--- src/rtl/assert_macros.svh ---
// Assertion macros shared by the multi-channel byte FIFO RTL.
`ifndef ASSERT_MACROS_SVH
`define ASSERT_MACROS_SVH

// Expression holds at every clock edge out of reset.
`define MCBF_ASSERT_ALWAYS(lbl, expr) \
  lbl: assert property (@(posedge clk) disable iff (!rst_n) (expr)) \
    else $error("assertion failed: always");

// Consequent holds in the same cycle as the antecedent.
`define MCBF_ASSERT_SAME(lbl, ante, cons) \
  lbl: assert property (@(posedge clk) disable iff (!rst_n) (ante) |-> (cons)) \
    else $error("assertion failed: same cycle");

// Consequent holds in the cycle after the antecedent.
`define MCBF_ASSERT_NEXT(lbl, ante, cons) \
  lbl: assert property (@(posedge clk) disable iff (!rst_n) (ante) |=> (cons)) \
    else $error("assertion failed: next cycle");

`endif

--- src/rtl/mcbf_pkg.sv ---
// Package: sizes, command codes and control structs of the byte FIFO.
package mcbf_pkg;

  localparam int CHANNELS = 4;
  localparam int DEPTH    = 16;

  localparam int CMD_W  = 2;
  localparam int CH_W   = 2;
  localparam int BYTE_W = 8;
  localparam int LVL_W  = $clog2(DEPTH + 1);

  typedef enum logic [CMD_W-1:0] {
    CMD_PUSH  = 2'd0,
    CMD_POP   = 2'd1,
    CMD_QUERY = 2'd2
  } cmd_t;

  // Per-channel request from the top level.
  typedef struct packed {
    logic push;
    logic pop;
  } lane_ctl_t;

  // Per-channel status back to the top level.
  typedef struct packed {
    logic [LVL_W-1:0]  level;
    logic [BYTE_W-1:0] head;
  } lane_sts_t;

  // Per-cell load and shift strobes.
  typedef struct packed {
    logic load;
    logic shift;
  } cell_ctl_t;

  typedef struct packed {
    logic              refused;
    logic [BYTE_W-1:0] data_out;
    logic              now_empty;
  } result_t;

endpackage

--- src/rtl/mcbf_if.sv ---
// Valid/ready channel interfaces for the byte FIFO input and result items.
interface mcbf_in_if;
  logic                          valid;
  logic                          ready;
  logic [mcbf_pkg::CMD_W-1:0]    cmd;
  logic [mcbf_pkg::CH_W-1:0]     channel;
  logic [mcbf_pkg::BYTE_W-1:0]   data_in;

  modport source (output valid, cmd, channel, data_in, input ready);
  modport sink   (input valid, cmd, channel, data_in, output ready);
endinterface

interface mcbf_out_if;
  logic                          valid;
  logic                          ready;
  logic                          refused;
  logic [mcbf_pkg::BYTE_W-1:0]   data_out;
  logic                          now_empty;

  modport source (output valid, refused, data_out, now_empty, input ready);
  modport sink   (input valid, refused, data_out, now_empty, output ready);
endinterface

--- src/rtl/mcbf_cell.sv ---
// One byte cell of a channel chain: load from input or take neighbor byte.
module mcbf_cell (
  input  logic                        clk,
  input  mcbf_pkg::cell_ctl_t         ctl,
  input  logic [mcbf_pkg::BYTE_W-1:0] din,
  input  logic [mcbf_pkg::BYTE_W-1:0] next_data,
  output logic [mcbf_pkg::BYTE_W-1:0] data
);
  import mcbf_pkg::*;

  logic [BYTE_W-1:0] data_r;
  logic [BYTE_W-1:0] data_nxt;

  always_comb begin
    data_nxt = data_r;
    if (ctl.load) begin
      data_nxt = din;
    end else if (ctl.shift) begin
      data_nxt = next_data;
    end
  end

  always_ff @(posedge clk) begin
    data_r <= data_nxt;
  end

  assign data = data_r;

endmodule

--- src/rtl/mcbf_lane.sv ---
// One channel: a chain of byte cells with its head at cell 0 and a fill count.
`include "assert_macros.svh"

module mcbf_lane (
  input  logic                        clk,
  input  logic                        rst_n,
  input  mcbf_pkg::lane_ctl_t         ctl,
  input  logic [mcbf_pkg::BYTE_W-1:0] din,
  output mcbf_pkg::lane_sts_t         sts
);
  import mcbf_pkg::*;

  logic [LVL_W-1:0]  level_r;
  logic [LVL_W-1:0]  level_nxt;
  logic              full;
  logic              push_ok;
  logic              pop_ok;
  logic [BYTE_W-1:0] cell_q [DEPTH];

  assign full    = (level_r == LVL_W'(DEPTH));
  assign push_ok = ctl.push && !full;
  assign pop_ok  = ctl.pop && (level_r != '0);

  always_comb begin
    level_nxt = level_r;
    if (push_ok) begin
      level_nxt = level_r + LVL_W'(1);
    end else if (pop_ok) begin
      level_nxt = level_r - LVL_W'(1);
    end
  end

  always_ff @(posedge clk) begin
    if (!rst_n) begin
      level_r <= '0;
    end else begin
      level_r <= level_nxt;
    end
  end

  // Push lands in the first free cell; pop moves every byte one cell toward the head.
  for (genvar i = 0; i < DEPTH; i++) begin : g_cell
    cell_ctl_t         c_ctl;
    logic [BYTE_W-1:0] c_next;

    assign c_ctl.load  = push_ok && (level_r == LVL_W'(i));
    assign c_ctl.shift = pop_ok;

    if (i == DEPTH - 1) begin : g_tail
      assign c_next = din;
    end else begin : g_mid
      assign c_next = cell_q[i+1];
    end

    mcbf_cell u_cell (
      .clk       (clk),
      .ctl       (c_ctl),
      .din       (din),
      .next_data (c_next),
      .data      (cell_q[i])
    );
  end

  assign sts.level = level_r;
  assign sts.head  = cell_q[0];

  `MCBF_ASSERT_ALWAYS(a_level_bound, level_r <= LVL_W'(DEPTH))
  `MCBF_ASSERT_NEXT(a_push_count, push_ok, level_r == LVL_W'($past(level_r) + LVL_W'(1)))
  `MCBF_ASSERT_NEXT(a_pop_count, pop_ok, level_r == LVL_W'($past(level_r) - LVL_W'(1)))
  `MCBF_ASSERT_NEXT(a_push_empty_head, push_ok && (level_r == '0), cell_q[0] == $past(din))

endmodule

--- src/rtl/multi_channel_byte_fifo.sv ---
// Top level of the multi-channel byte FIFO: decode, per-channel cell chains, result register.
//
//  channel | dir | handshake          | payload
//  --------+-----+--------------------+----------------------------------
//  in_ch   | in  | valid/ready        | cmd[1:0], channel[1:0], data_in[7:0]
//  out_ch  | out | valid/ready        | refused, data_out[7:0], now_empty
//
// One item per cycle when not held off: an item is decoded against the current
// fill count and head cell of its channel and the result is captured in the output
// register at the edge that accepts it, so the result shows in the next cycle.
// The input is held off only while a result waits in the output register
// and the sink is not taking it. Reset clears all fill counts; cell bytes are
// not reset and are only seen after a push wrote them.
`include "assert_macros.svh"

module multi_channel_byte_fifo (
  input  logic   clk,
  input  logic   rst_n,
  mcbf_in_if.sink    in_ch,
  mcbf_out_if.source out_ch
);
  import mcbf_pkg::*;

  logic              accept;
  logic              ch_ok;
  cmd_t              cmd;
  logic [LVL_W-1:0]  sel_level;
  logic [BYTE_W-1:0] sel_head;
  logic              sel_empty;
  logic              sel_full;
  result_t           res;
  result_t           res_r;
  logic              out_valid_r;
  logic              out_valid_nxt;
  lane_ctl_t         lane_ctl [CHANNELS];
  lane_sts_t         lane_sts [CHANNELS];

  assign in_ch.ready = !out_valid_r || out_ch.ready;
  assign accept      = in_ch.valid && in_ch.ready;
  assign cmd         = cmd_t'(in_ch.cmd);
  assign ch_ok       = (32'(in_ch.channel) < CHANNELS);

  for (genvar c = 0; c < CHANNELS; c++) begin : g_lane
    assign lane_ctl[c].push = accept && (32'(in_ch.channel) == c) && (cmd == CMD_PUSH);
    assign lane_ctl[c].pop  = accept && (32'(in_ch.channel) == c) && (cmd == CMD_POP);

    mcbf_lane u_lane (
      .clk   (clk),
      .rst_n (rst_n),
      .ctl   (lane_ctl[c]),
      .din   (in_ch.data_in),
      .sts   (lane_sts[c])
    );
  end

  always_comb begin
    sel_level = '0;
    sel_head  = '0;
    for (int c = 0; c < CHANNELS; c++) begin
      if (32'(in_ch.channel) == c) begin
        sel_level = lane_sts[c].level;
        sel_head  = lane_sts[c].head;
      end
    end
  end

  assign sel_empty = (sel_level == '0);
  assign sel_full  = (sel_level == LVL_W'(DEPTH));

  always_comb begin
    res.refused   = 1'b1;
    res.data_out  = '0;
    res.now_empty = 1'b1;
    if (ch_ok) begin
      unique case (cmd)
        CMD_PUSH: begin
          res.refused   = sel_full;
          res.now_empty = 1'b0;
        end
        CMD_POP: begin
          if (!sel_empty) begin
            res.refused   = 1'b0;
            res.data_out  = sel_head;
            res.now_empty = (sel_level == LVL_W'(1));
          end
        end
        CMD_QUERY: begin
          if (!sel_empty) begin
            res.refused   = 1'b0;
            res.data_out  = sel_head;
            res.now_empty = 1'b0;
          end
        end
        default: begin
          res.now_empty = sel_empty;
        end
      endcase
    end
  end

  always_comb begin
    out_valid_nxt = out_valid_r;
    if (accept) begin
      out_valid_nxt = 1'b1;
    end else if (out_ch.ready) begin
      out_valid_nxt = 1'b0;
    end
  end

  always_ff @(posedge clk) begin
    if (!rst_n) begin
      out_valid_r <= 1'b0;
    end else begin
      out_valid_r <= out_valid_nxt;
    end
  end

  always_ff @(posedge clk) begin
    if (accept) begin
      res_r <= res;
    end
  end

  assign out_ch.valid     = out_valid_r;
  assign out_ch.refused   = res_r.refused;
  assign out_ch.data_out  = res_r.data_out;
  assign out_ch.now_empty = res_r.now_empty;

  `MCBF_ASSERT_NEXT(a_accept_gives_result, accept, out_valid_r)
  `MCBF_ASSERT_SAME(a_refused_no_data, out_valid_r && res_r.refused, res_r.data_out == '0)
  `MCBF_ASSERT_SAME(a_no_overwrite, accept, !out_valid_r || out_ch.ready)

endmodule

--- src/flat_wrapper.sv ---
// flat-port wrapper written by rule: the top's interface ports become plain ports
module multi_channel_byte_fifo_flat import mcbf_pkg::*;
  (clk, rst_n, in_ch_valid, in_ch_cmd, in_ch_channel, in_ch_data_in, in_ch_ready, out_ch_valid, out_ch_refused, out_ch_data_out, out_ch_now_empty, out_ch_ready);
  mcbf_in_if in_ch_i ();
  mcbf_out_if out_ch_i ();
  input  logic clk;
  input  logic rst_n;
  input wire logic [$bits(in_ch_i.valid)-1:0] in_ch_valid;
  input wire logic [$bits(in_ch_i.cmd)-1:0] in_ch_cmd;
  input wire logic [$bits(in_ch_i.channel)-1:0] in_ch_channel;
  input wire logic [$bits(in_ch_i.data_in)-1:0] in_ch_data_in;
  output wire logic [$bits(in_ch_i.ready)-1:0] in_ch_ready;
  output wire logic [$bits(out_ch_i.valid)-1:0] out_ch_valid;
  output wire logic [$bits(out_ch_i.refused)-1:0] out_ch_refused;
  output wire logic [$bits(out_ch_i.data_out)-1:0] out_ch_data_out;
  output wire logic [$bits(out_ch_i.now_empty)-1:0] out_ch_now_empty;
  input wire logic [$bits(out_ch_i.ready)-1:0] out_ch_ready;
  assign in_ch_i.valid = in_ch_valid;
  assign in_ch_i.cmd = in_ch_cmd;
  assign in_ch_i.channel = in_ch_channel;
  assign in_ch_i.data_in = in_ch_data_in;
  assign in_ch_ready = in_ch_i.ready;
  assign out_ch_valid = out_ch_i.valid;
  assign out_ch_refused = out_ch_i.refused;
  assign out_ch_data_out = out_ch_i.data_out;
  assign out_ch_now_empty = out_ch_i.now_empty;
  assign out_ch_i.ready = out_ch_ready;
  multi_channel_byte_fifo u_core (.clk(clk), .rst_n(rst_n), .in_ch(in_ch_i), .out_ch(out_ch_i));
endmodule
--- config.mk ---
export PLATFORM = sky130hd
export DESIGN_NAME = multi_channel_byte_fifo_flat
export DESIGN_NICKNAME = d
export VERILOG_FILES = /design/src/rtl/mcbf_pkg.sv /design/src/rtl/mcbf_if.sv /design/src/rtl/mcbf_cell.sv /design/src/rtl/mcbf_lane.sv /design/src/rtl/multi_channel_byte_fifo.sv /design/src/flat_wrapper.sv
export VERILOG_INCLUDE_DIRS = /design/src /design/src/rtl
export SDC_FILE = /design/constraint.sdc
export NUM_CORES = 1
export LEC_CHECK = 0
export BUFFER_PORTS_ARGS = -buffer_cell sky130_fd_sc_hd__buf_2
export CAP_MARGIN = 20
export CORE_AREA = 4 4 203 205
export CTS_CLUSTER_SIZE = 24
export DETAILED_ROUTE_END_ITERATION = 6
export DIE_AREA = 0 0 207 209
export PLACE_DENSITY = 0.79
export SLEW_MARGIN = 40
export SYNTH_ARGS = -nofsm -noshare
export SYNTH_HDL_FRONTEND = slang
export SYNTH_SLANG_ARGS = --single-unit
--- constraint.sdc ---
create_clock -name clk -period 2.7 [get_ports clk]
set_clock_uncertainty 0.15 [all_clocks]
set_input_delay 0.27 -clock clk [delete_from_list [all_inputs] [get_ports clk]]
set_output_delay 0.27 -clock clk [all_outputs]
set_load 0.02 [all_outputs]
==> results, run 1 <==
- Among all cell types in the netlist, the one instantiated most often is sky130_fd_sc_hd__edfxtp_1.
- The clock transition time at the flip-flop clock pins of the worst setup and hold paths is 0.06 ns.
- The count of input and output buffers is 27.
- The chip width is 207 um.
- The total power draw is approximately 17 mW.
- Global routing finished with a remaining overflow of 0.
- The average wire per cell in the routed design is approximately 21 um.
- The final hold slack is 0.0615 ns.
- The post-route DRC violation count is 0.
- The beginning of the worst register-to-register path is u_core.g_lane[2].u_lane.level_r[0]$_SDFFE_PN0P_.
- The first routing iteration left 972 violations.
- Of the post-synthesis cell area, the dominant cell type holds 0.640.
- The average vias per placed instance is 6.00.
- The initial antenna violation count is 0.
- The startpoint-to-endpoint class of the critical path is register to register.
- The clock root buffer master is sky130_fd_sc_hd__clkbuf_16.
- The non-filler instance count after layout is between 2k and 2.5k.
- The cell depth of the worst min-delay path is 1.
- The worst-margin pin slew is 0.822 ns.
- The maximum fanout along the worst path is 10.
- The routed design could run at a clock period as short as 2.56 ns.
- Measured against its own limit, the worst slew margin works out to 0.452.
- For hold timing, the worst endpoint is u_core.g_lane[2].u_lane.g_cell[15].u_cell.data[0]$_DFFE_PP_.
- The endpoint identified for the worst register-to-register timing path is u_core.g_lane[2].u_lane.g_cell[5].u_cell.data[7]$_DFFE_PP_.
- The fraction of registers with async set or reset after synthesis is 0.
- The first global-routing pass estimated approximately 74000 um of wire.
- The total count of hold-check failures in the final report is 0.
- Compared with the post-synthesis result, the final layout area differs by 11.7%.
- The pre-CTS setup slack is 0.110 ns.
- In this design, the largest share of critical-path delay is due to simple AND/OR/NAND/NOR gates.
- The run finished with clean final reports.
- The first detailed-routing pass ran for 5 iterations.
- The minimum setup slack in the final design is 0.142 ns.
- The number of unique standard cell types used by synthesis is between 60 and 70.
- The kind of end point of the critical path is a register.
- The number of nets in the layout is around 1.6k.
- By count the netlist is led by 522 x sky130_fd_sc_hd__edfxtp_1, 473 x sky130_fd_sc_hd__mux2_2, 92 x sky130_fd_sc_hd__nand2_1, 63 x sky130_fd_sc_hd__clkbuf_1, 28 x sky130_fd_sc_hd__ha_1.
- The total routed wirelength is 46100 um.
- The ratio of cells with drive above 1 in the final layout is 0.443.
- The power density of the placed cells is 622 mW/mm2.
- Counting cells, the worst reg-to-reg path comes to 7.
- The total global routing track utilization is 0.212.
- For this run, the number of Yosys warnings is 0.
- The slowest stage of the critical path is the sky130_fd_sc_hd__or3b_2 cell.
- Yosys mapped a number of flops with a built-in enable equal to 522.
- The synthesized net count is 1551.
- The die covers 0.0433 mm2.
- The class of the tightest hold or removal check is primary input to register.
- Across the VDD grid, the largest voltage drop is 0.000455 V.
- The total number of vias is roughly 13k.
- For this design the static power due to leakage is 9.42 nW.
- The final non-filler cell area is 0.0273 mm2.
- The floorplan step defined a core boundary enclosing 0.0395 mm2.
- Counting the buffers created by CTS gives 54.
- The clock tree from TritonCTS is built.
- Based on the critical path, the design can be clocked at up to a little under 400 MHz.
- Each instance of the synthesized netlist takes up on average 16.2 um2.
- By area the synthesized netlist is led by sky130_fd_sc_hd__edfxtp_1 64%, sky130_fd_sc_hd__mux2_2 22%, sky130_fd_sc_hd__dfxtp_1 1.7%.
- The number of top-level pins is 28.
- The via count of the first global-routing pass came to approximately 13k.
- The detail route stage leaves a number of antenna-violating nets equal to 0.
- The number of register bits inferred by synthesis is around 540.
- In the synthesized netlist, the number of instances is 1507.
- The ratio of final minimum period to clock period is 0.948.
- The standard cell area after detailed placement is 0.0255 mm2.
- The global placer's final weighted congestion is 0.850.
- STA puts the critical path data required time at 2.81 ns.
- The starting utilization of the core area is 0.621.
- The worst hold path begins at in_ch_data_in[0].
- STA classifies the critical path startpoint as a register.
- Across the run, the number of max-cap violations was 0.
- The most frequently used flop master after synthesis is sky130_fd_sc_hd__edfxtp_1.
- The count of buffering cells on the critical path with inverters included is 2.
- Measured on the finished design, the core utilization comes to 0.693.
- The setup total negative slack is 0 ns.
- Setup violations remaining at the end of the flow were counted as 0.
- The summed instance area of the synthesized netlist is 0.0245 mm2.
- For this run, the slowest stage of the critical path takes 0.51 ns.
- The antenna diode count is 0.
- Clock latency on the worst-skew pair, taken at its later pin, is 0.59 ns.
- The number of max-slew violations in the final report is 0.
- The number of setup buffers added after CTS is 0.
- The cell taking the most area after synthesis is sky130_fd_sc_hd__edfxtp_1.
- The H-tree level count is 2.
- Row generation in the floorplan step produced 73 rows.
- The critical path goes through inv_1, ha_1, or3b_2, nor2_1, or2_2, buf_4, nand2_1.
- The data arrival time of the critical path is 2.67 ns.
- The minimum setup slack among reg-to-reg paths is 0.14 ns.
- The tree built by TritonCTS fans out to around 540 sinks.
- The number of cells in the design after placement is 2042.
- Counting along the longest clock path gives a buffer depth of 3.
- Setup repair after global routing could not meet its margin everywhere.
- The pin count of the biggest net entering global routing is 65.
- The estimated wirelength of the detail-placed design is 28900 um.
- The share of the yosys chip area belonging to registers is 0.657.
- The vertical die dimension is around 210 um.
where the power goes:
| group | total (mW) | switching (mW) | internal [mW] | leakage (nW) |
|---|---|---|---|---|
| Combinational | 0.414 | 0.295 | 0.119 | 3.68 |
| Clock | 7.46 | 3.06 | 4.39 | 0.870 |
| Sequential | 9.14 | 0.0102 | 9.13 | 4.87 |
worst max path at each step:
stage	startpoint	end	slack (ns)	depth (start not counted)
2_1_floorplan	u_core.out_ch.valid$_SDFFE_PN0P_	u_core.g_lane[0].u_lane.g_cell[0].u_cell.data[0]$_DFFE_PP_	0.27	7
3_5_place_dp	in_ch_channel[0]	u_core.g_lane[0].u_lane.g_cell[0].u_cell.data[7]$_DFFE_PP_	0.11	7
5_1_grt	u_core.g_lane[3].u_lane.level_r[1]$_SDFFE_PN0P_	u_core.g_lane[3].u_lane.g_cell[6].u_cell.data[6]$_DFFE_PP_	-0.01	7
3_3_place_gp	in_ch_channel[0]	u_core.g_lane[0].u_lane.g_cell[3].u_cell.data[3]$_DFFE_PP_	0.18	7
6_report	u_core.g_lane[2].u_lane.level_r[0]$_SDFFE_PN0P_	u_core.g_lane[2].u_lane.g_cell[5].u_cell.data[7]$_DFFE_PP_	0.14	7
4_1_cts	u_core.g_lane[2].u_lane.level_r[0]$_SDFFE_PN0P_	u_core.g_lane[2].u_lane.g_cell[4].u_cell.data[7]$_DFFE_PP_	0.15	7
registers in the layout, summed over array words and instances (netlist names):
register / flops
u_core.g_lane.u_lane.g_cell.u_cell.data: 512
u_core.out_ch.data_out: 8
u_core.g_lane.u_lane.level_r: 20
u_core.out_ch.valid: 1
u_core.out_ch.refused: 1
u_core.out_ch.now_empty: 1
kinds of logic (layout without fill, tap and decap cells):
group | after synthesis | in the layout | synth area share
xor+xnor | 4 | 4 | 0.00143
mux | 497 | 497 | 0.233
compound gates | 66 | 66 | 0.0163
buf+inv | 107 | 220 | 0.0176
simple gates | 262 | 262 | 0.0602
flops | 543 | 543 | 0.657
fa+ha+maj | 28 | 28 | 0.0143
placed cells by master, fill, tap and decap left out, types with 5 or more instances in the layout:
cell	instances
sky130_fd_sc_hd__nand2_1	91
sky130_fd_sc_hd__nor2_1	24
sky130_fd_sc_hd__clkbuf_16	55
sky130_fd_sc_hd__and3_1	14
sky130_fd_sc_hd__nand2b_1	10
sky130_fd_sc_hd__nor2_2	12
sky130_fd_sc_hd__a21oi_1	19
sky130_fd_sc_hd__or2_2	5
sky130_fd_sc_hd__mux2_1	7
sky130_fd_sc_hd__dfxtp_1	21
sky130_fd_sc_hd__ha_1	28
sky130_fd_sc_hd__edfxtp_1	522
sky130_fd_sc_hd__nand4_1	6
sky130_fd_sc_hd__and2_1	12
sky130_fd_sc_hd__buf_4	62
sky130_fd_sc_hd__o21ai_0	24
sky130_fd_sc_hd__mux2_2	473
sky130_fd_sc_hd__clkinv_1	11
sky130_fd_sc_hd__buf_12	7
sky130_fd_sc_hd__nor2b_1	5
sky130_fd_sc_hd__mux2i_1	7
sky130_fd_sc_hd__clkinv_2	12
sky130_fd_sc_hd__buf_2	26
sky130_fd_sc_hd__inv_1	20
sky130_fd_sc_hd__nor3_1	16
sky130_fd_sc_hd__nand3_1	11
sky130_fd_sc_hd__clkbuf_1	8
sky130_fd_sc_hd__bufinv_16	6
sky130_fd_sc_hd__mux4_2	10
sky130_fd_sc_hd__nand2_2	19
layout make-up:
class | count | area (um2)
sequential | 543 | 16100
fill | 2552 | 12100
multi-input combinational | 857 | 7970
clock buffer | 67 | 1460
timing repair buffer | 99 | 776
tap | 525 | 657
clock inverter | 32 | 305
inverter | 22 | 82.6
what timing repair did:
item | CTS | global route
setup endpoints to repair | 0 | 92
endpoints found under the hold margin | 10 | 0
hold buffers | 4 | 0
resized for setup | 0 | 2
routing by layer:
| metal | part of all wire | vias to the layer above | wire length, um | track usage |
|---|---|---|---|---|
| met2 | 0.47 | 343 | 21600 | 0.334 |
| met1 | 0.46 | 6523 | 21100 | 0.310 |
| met3 | 0.052 | 73 | 2380 | 0.0360 |
| met4 | 0.021 | 0 | 985 | 0.0568 |
| li1 | - | 5929 | - | - |
| met5 | 0 | - | 0 | 0 |
Note: power is estimated with default switching activity, not from simulation.
==> inputs of run 2 (changes only) <==
Settings changed: REMOVE_ABC_BUFFERS from default to 1.
==> run 2 against run 1 <==
Effect of this change: critical path depth unchanged; die area is the same; setup slack worse by 0.0098 ns; largest cell class unchanged; highest routed layer is now met5.
==> results, run 2 (synthesis results as in run 1) <==
- Unrepaired setup endpoints after global routing: yes (unchanged).
- Most used cells in the layout excluding fill and tap cells: 522 x sky130_fd_sc_hd__edfxtp_1, 473 x sky130_fd_sc_hd__mux2_2, 84 x sky130_fd_sc_hd__nand2_1 (was 522 x sky130_fd_sc_hd__edfxtp_1, 473 x sky130_fd_sc_hd__mux2_2, 91 x sky130_fd_sc_hd__nand2_1).
- The static power due to leakage is 9.29 nW (was 9.42 nW).
- The standard cell area after detailed placement is 0.0254 mm2 (was 0.0255 mm2).
- The number of top-level pins is 28 (unchanged).
- The met1 track utilization from global routing came to 0.296 (was 0.310).
- The via count of the first global-routing pass is 13.2k (was 13.0k).
- The number of cells in the design after placement was 2034 (was 2042).
- The starting utilization of the core area came to 0.621 (unchanged).
- By instance count, the cell type seen most on the critical path is sky130_fd_sc_hd__nand2_1.
- The startpoint-to-endpoint class of the critical path was register to register (unchanged).
- The global placer's final weighted congestion is 0.865 (was 0.850).
- The non-filler instance count after layout is 2135 (was 2145).
- The max-capacitance violation count is 0 (unchanged).
- The relative max-transition margin came to 0.506 (was 0.452).
- The estimated wirelength of the detail-placed design is 28900 um (about the same).
- The worst-margin pin slew was 0.740 ns (was 0.822 ns).
- The area of the core came to 0.0395 mm2 (unchanged).
- The clock transition time at the flip-flop clock pins of the worst setup and hold paths is 0.06 ns (about the same).
- The number of fill cells in the layout came to 2605 (was 2552).
- The cell at the slowest stage of the critical path is sky130_fd_sc_hd__dfxtp_1 (was sky130_fd_sc_hd__or3b_2).
- The H-tree level count is 2 (unchanged).
- The total global routing track utilization is 0.209 (was 0.212).
- The number of sinks handled by clock tree synthesis is 543 (unchanged).
- The clock root buffer master is sky130_fd_sc_hd__clkbuf_16 (unchanged).
- The layout overhead on the synthesized area is 10.7% (was 11.7%).
- The wire length of the first global-routing pass is 73100 um (was 73900 um).
- The latest clock arrival within the worst-skew pair came to 0.58 ns (was 0.59 ns).
- The largest delay contributor family on the critical path is simple AND/OR/NAND/NOR gates (unchanged).
- The global-route layer with the greatest usage is met2 (unchanged).
- The total count of hold-check failures in the final report was 0 (unchanged).
- The leftover overflow at the end of global routing is 0 (unchanged).
- The total routed wirelength came to 45300 um (was 46100 um).
- The initial antenna violation count is 2 (was 0).
- The class of the tightest hold or removal check is primary input to register (unchanged).
- The area enclosed by the die boundary is 0.0433 mm2 (unchanged).
- The data arrival time of the critical path is 2.75 ns (was 2.67 ns).
- Status: completed (unchanged).
- The count of buffering cells on the critical path with inverters included is 1 (was 2).
- The launching element type of the critical path is a register (unchanged).
- The maximum number of buffers from clock root to sink is 3 (unchanged).
- The setup total negative slack is 0 ns (unchanged).
- The number of nets in the layout came to 1611 (was 1621).
- The cell row count is 73 (unchanged).
- The maximum fanout along the worst path is 9 (was 10).
- The violation count after the first detailed-routing iteration is 848 (was 972).
- The chip width is 207 um (unchanged).
- Sequence of cells on the critical path: inv_1, ha_1, nand4bb_1, nand2_1, nor4_2, nand2_1, mux2_1 (was inv_1, ha_1, or3b_2, nor2_1, or2_2, buf_4, nand2_1).
- The required arrival time at the worst endpoint is 2.88 ns (was 2.81 ns).
- The number of iterations in the first detailed-routing pass was 6 (was 5).
- The maximum resistive drop on vdd is 0.000541 V (was 0.000455 V).
- The pin count of the biggest net entering global routing is 65 (unchanged).
- The clock tree from TritonCTS is built (unchanged).
- The met3 routing resource usage after global routing is 0.0335 (was 0.0360).
- The number of max-slew violations in the final report is 0 (unchanged).
- The top achievable clock speed was 389 MHz (was 391 MHz).
- The average wire per cell in the routed design is 21.2 um (was 21.5 um).
- The ratio of final minimum period to clock period came to 0.951 (was 0.948).
- The ratio of cells with drive above 1 in the final layout is 0.439 (was 0.443).
- The post-route DRC violation count was 0 (unchanged).
- The vertical die dimension is 209 um (unchanged).
- The global-route track usage on met2 is 0.343 (was 0.334).
- The count of final setup violators is 0 (unchanged).
- The total number of vias was 12.8k (was 12.9k).
- The maximum cell stage delay along the critical path was 0.41 ns (was 0.51 ns).
- The number of flip-flops under the largest register name is 512 (unchanged).
- The power density of the placed cells came to 611 mW/mm2 (was 622 mW/mm2).
- The final non-filler cell area is 0.0271 mm2 (was 0.0273 mm2).
- The post-route antenna net violation count is 0 (unchanged).
- The number of buffers inserted during clock tree synthesis came to 53 (was 54).
- The average vias per placed instance is 5.99 (was 6.00).
- The kind of end point of the critical path is a register (unchanged).
- The minimum setup slack among reg-to-reg paths came to 0.13 ns (was 0.14 ns).
- The commonest non-fill, non-tap cell in the layout is sky130_fd_sc_hd__edfxtp_1 (unchanged).
- The clock period minus worst slack came to 2.57 ns (was 2.56 ns).
- The count of input and output buffers came to 27 (unchanged).
## run 2: cell count changes in the layout (fill, tap and decap cells not counted), sizes merged
cell         delta
buf             -8
bufinv          -2
clkbuf          +4
clkinv          -3
clkinvlp        -1
diode           +1
dlygate4sd3     -1
## run 2: final timing paths
check,from,endpoint,cells after the start
min reg2reg,u_core.g_lane[3].u_lane.g_cell[15].u_cell.data[7]$_DFFE_PP_,u_core.g_lane[3].u_lane.g_cell[14].u_cell.data[7]$_DFFE_PP_,1
max reg2reg,u_core.g_lane[1].u_lane.level_r[1]$_SDFFE_PN0P_,u_core.g_lane[1].u_lane.g_cell[1].u_cell.data[3]$_DFFE_PP_,7
min,in_ch_data_in[4],u_core.g_lane[2].u_lane.g_cell[15].u_cell.data[4]$_DFFE_PP_,1
max,u_core.g_lane[1].u_lane.level_r[1]$_SDFFE_PN0P_,u_core.g_lane[1].u_lane.g_cell[1].u_cell.data[3]$_DFFE_PP_,7
## run 2: cell type report
class                   count  area [um2]  area share
flip-flops and latches    543       16100       0.594
inverters                  22        82.6     0.00305
multi-input cells         857        7990       0.294
diodes                      1        2.50   0.0000923
well taps                 525         657      0.0242
clock inverters            26         219     0.00807
clock buffers              71        1420      0.0525
repair buffers             90         653      0.0241
## run 2: timing repair
item | 4_1_cts | 5_1_grt
buffers inserted | 0 | 0
gates resized for setup | 0 | 10
hold buffers | 3 | 0
hold endpoints to repair | 8 | 0
endpoints found under the setup margin | 0 | 202
## run 2: layer usage
layer / part of all wire / wire (um) / vias to the layer above
li1: - / - / 5898
met1: 0.44 / 20100 / 6493
met2: 0.48 / 22000 / 332
met3: 0.053 / 2390 / 72
met4: 0.020 / 897 / 2
met5: 0.00029 / 13 / -
## run 2: power by group
part | internal [mW] | switching, mW | total, mW
Combinational | 0.110 | 0.293 | 0.403
Sequential | 9.13 | 0.0104 | 9.14
Clock | 4.06 | 2.95 | 7.01
Total | 13.3 | 3.26 | 16.6
## run 2: stage by stage
step                      power [mW]  setup WS (ns)  hold slack, ns  utilization
final                           16.6          0.132          0.0483        0.687
after global routing            17.1        -0.0918          0.0552        0.687
after CTS                       16.7         0.0250          0.0470        0.686
after detailed placement        9.71         0.0219           0.372        0.644
after global placement          9.70         0.0576           0.366        0.644
after floorplan                 9.45        -0.0848           0.219            -
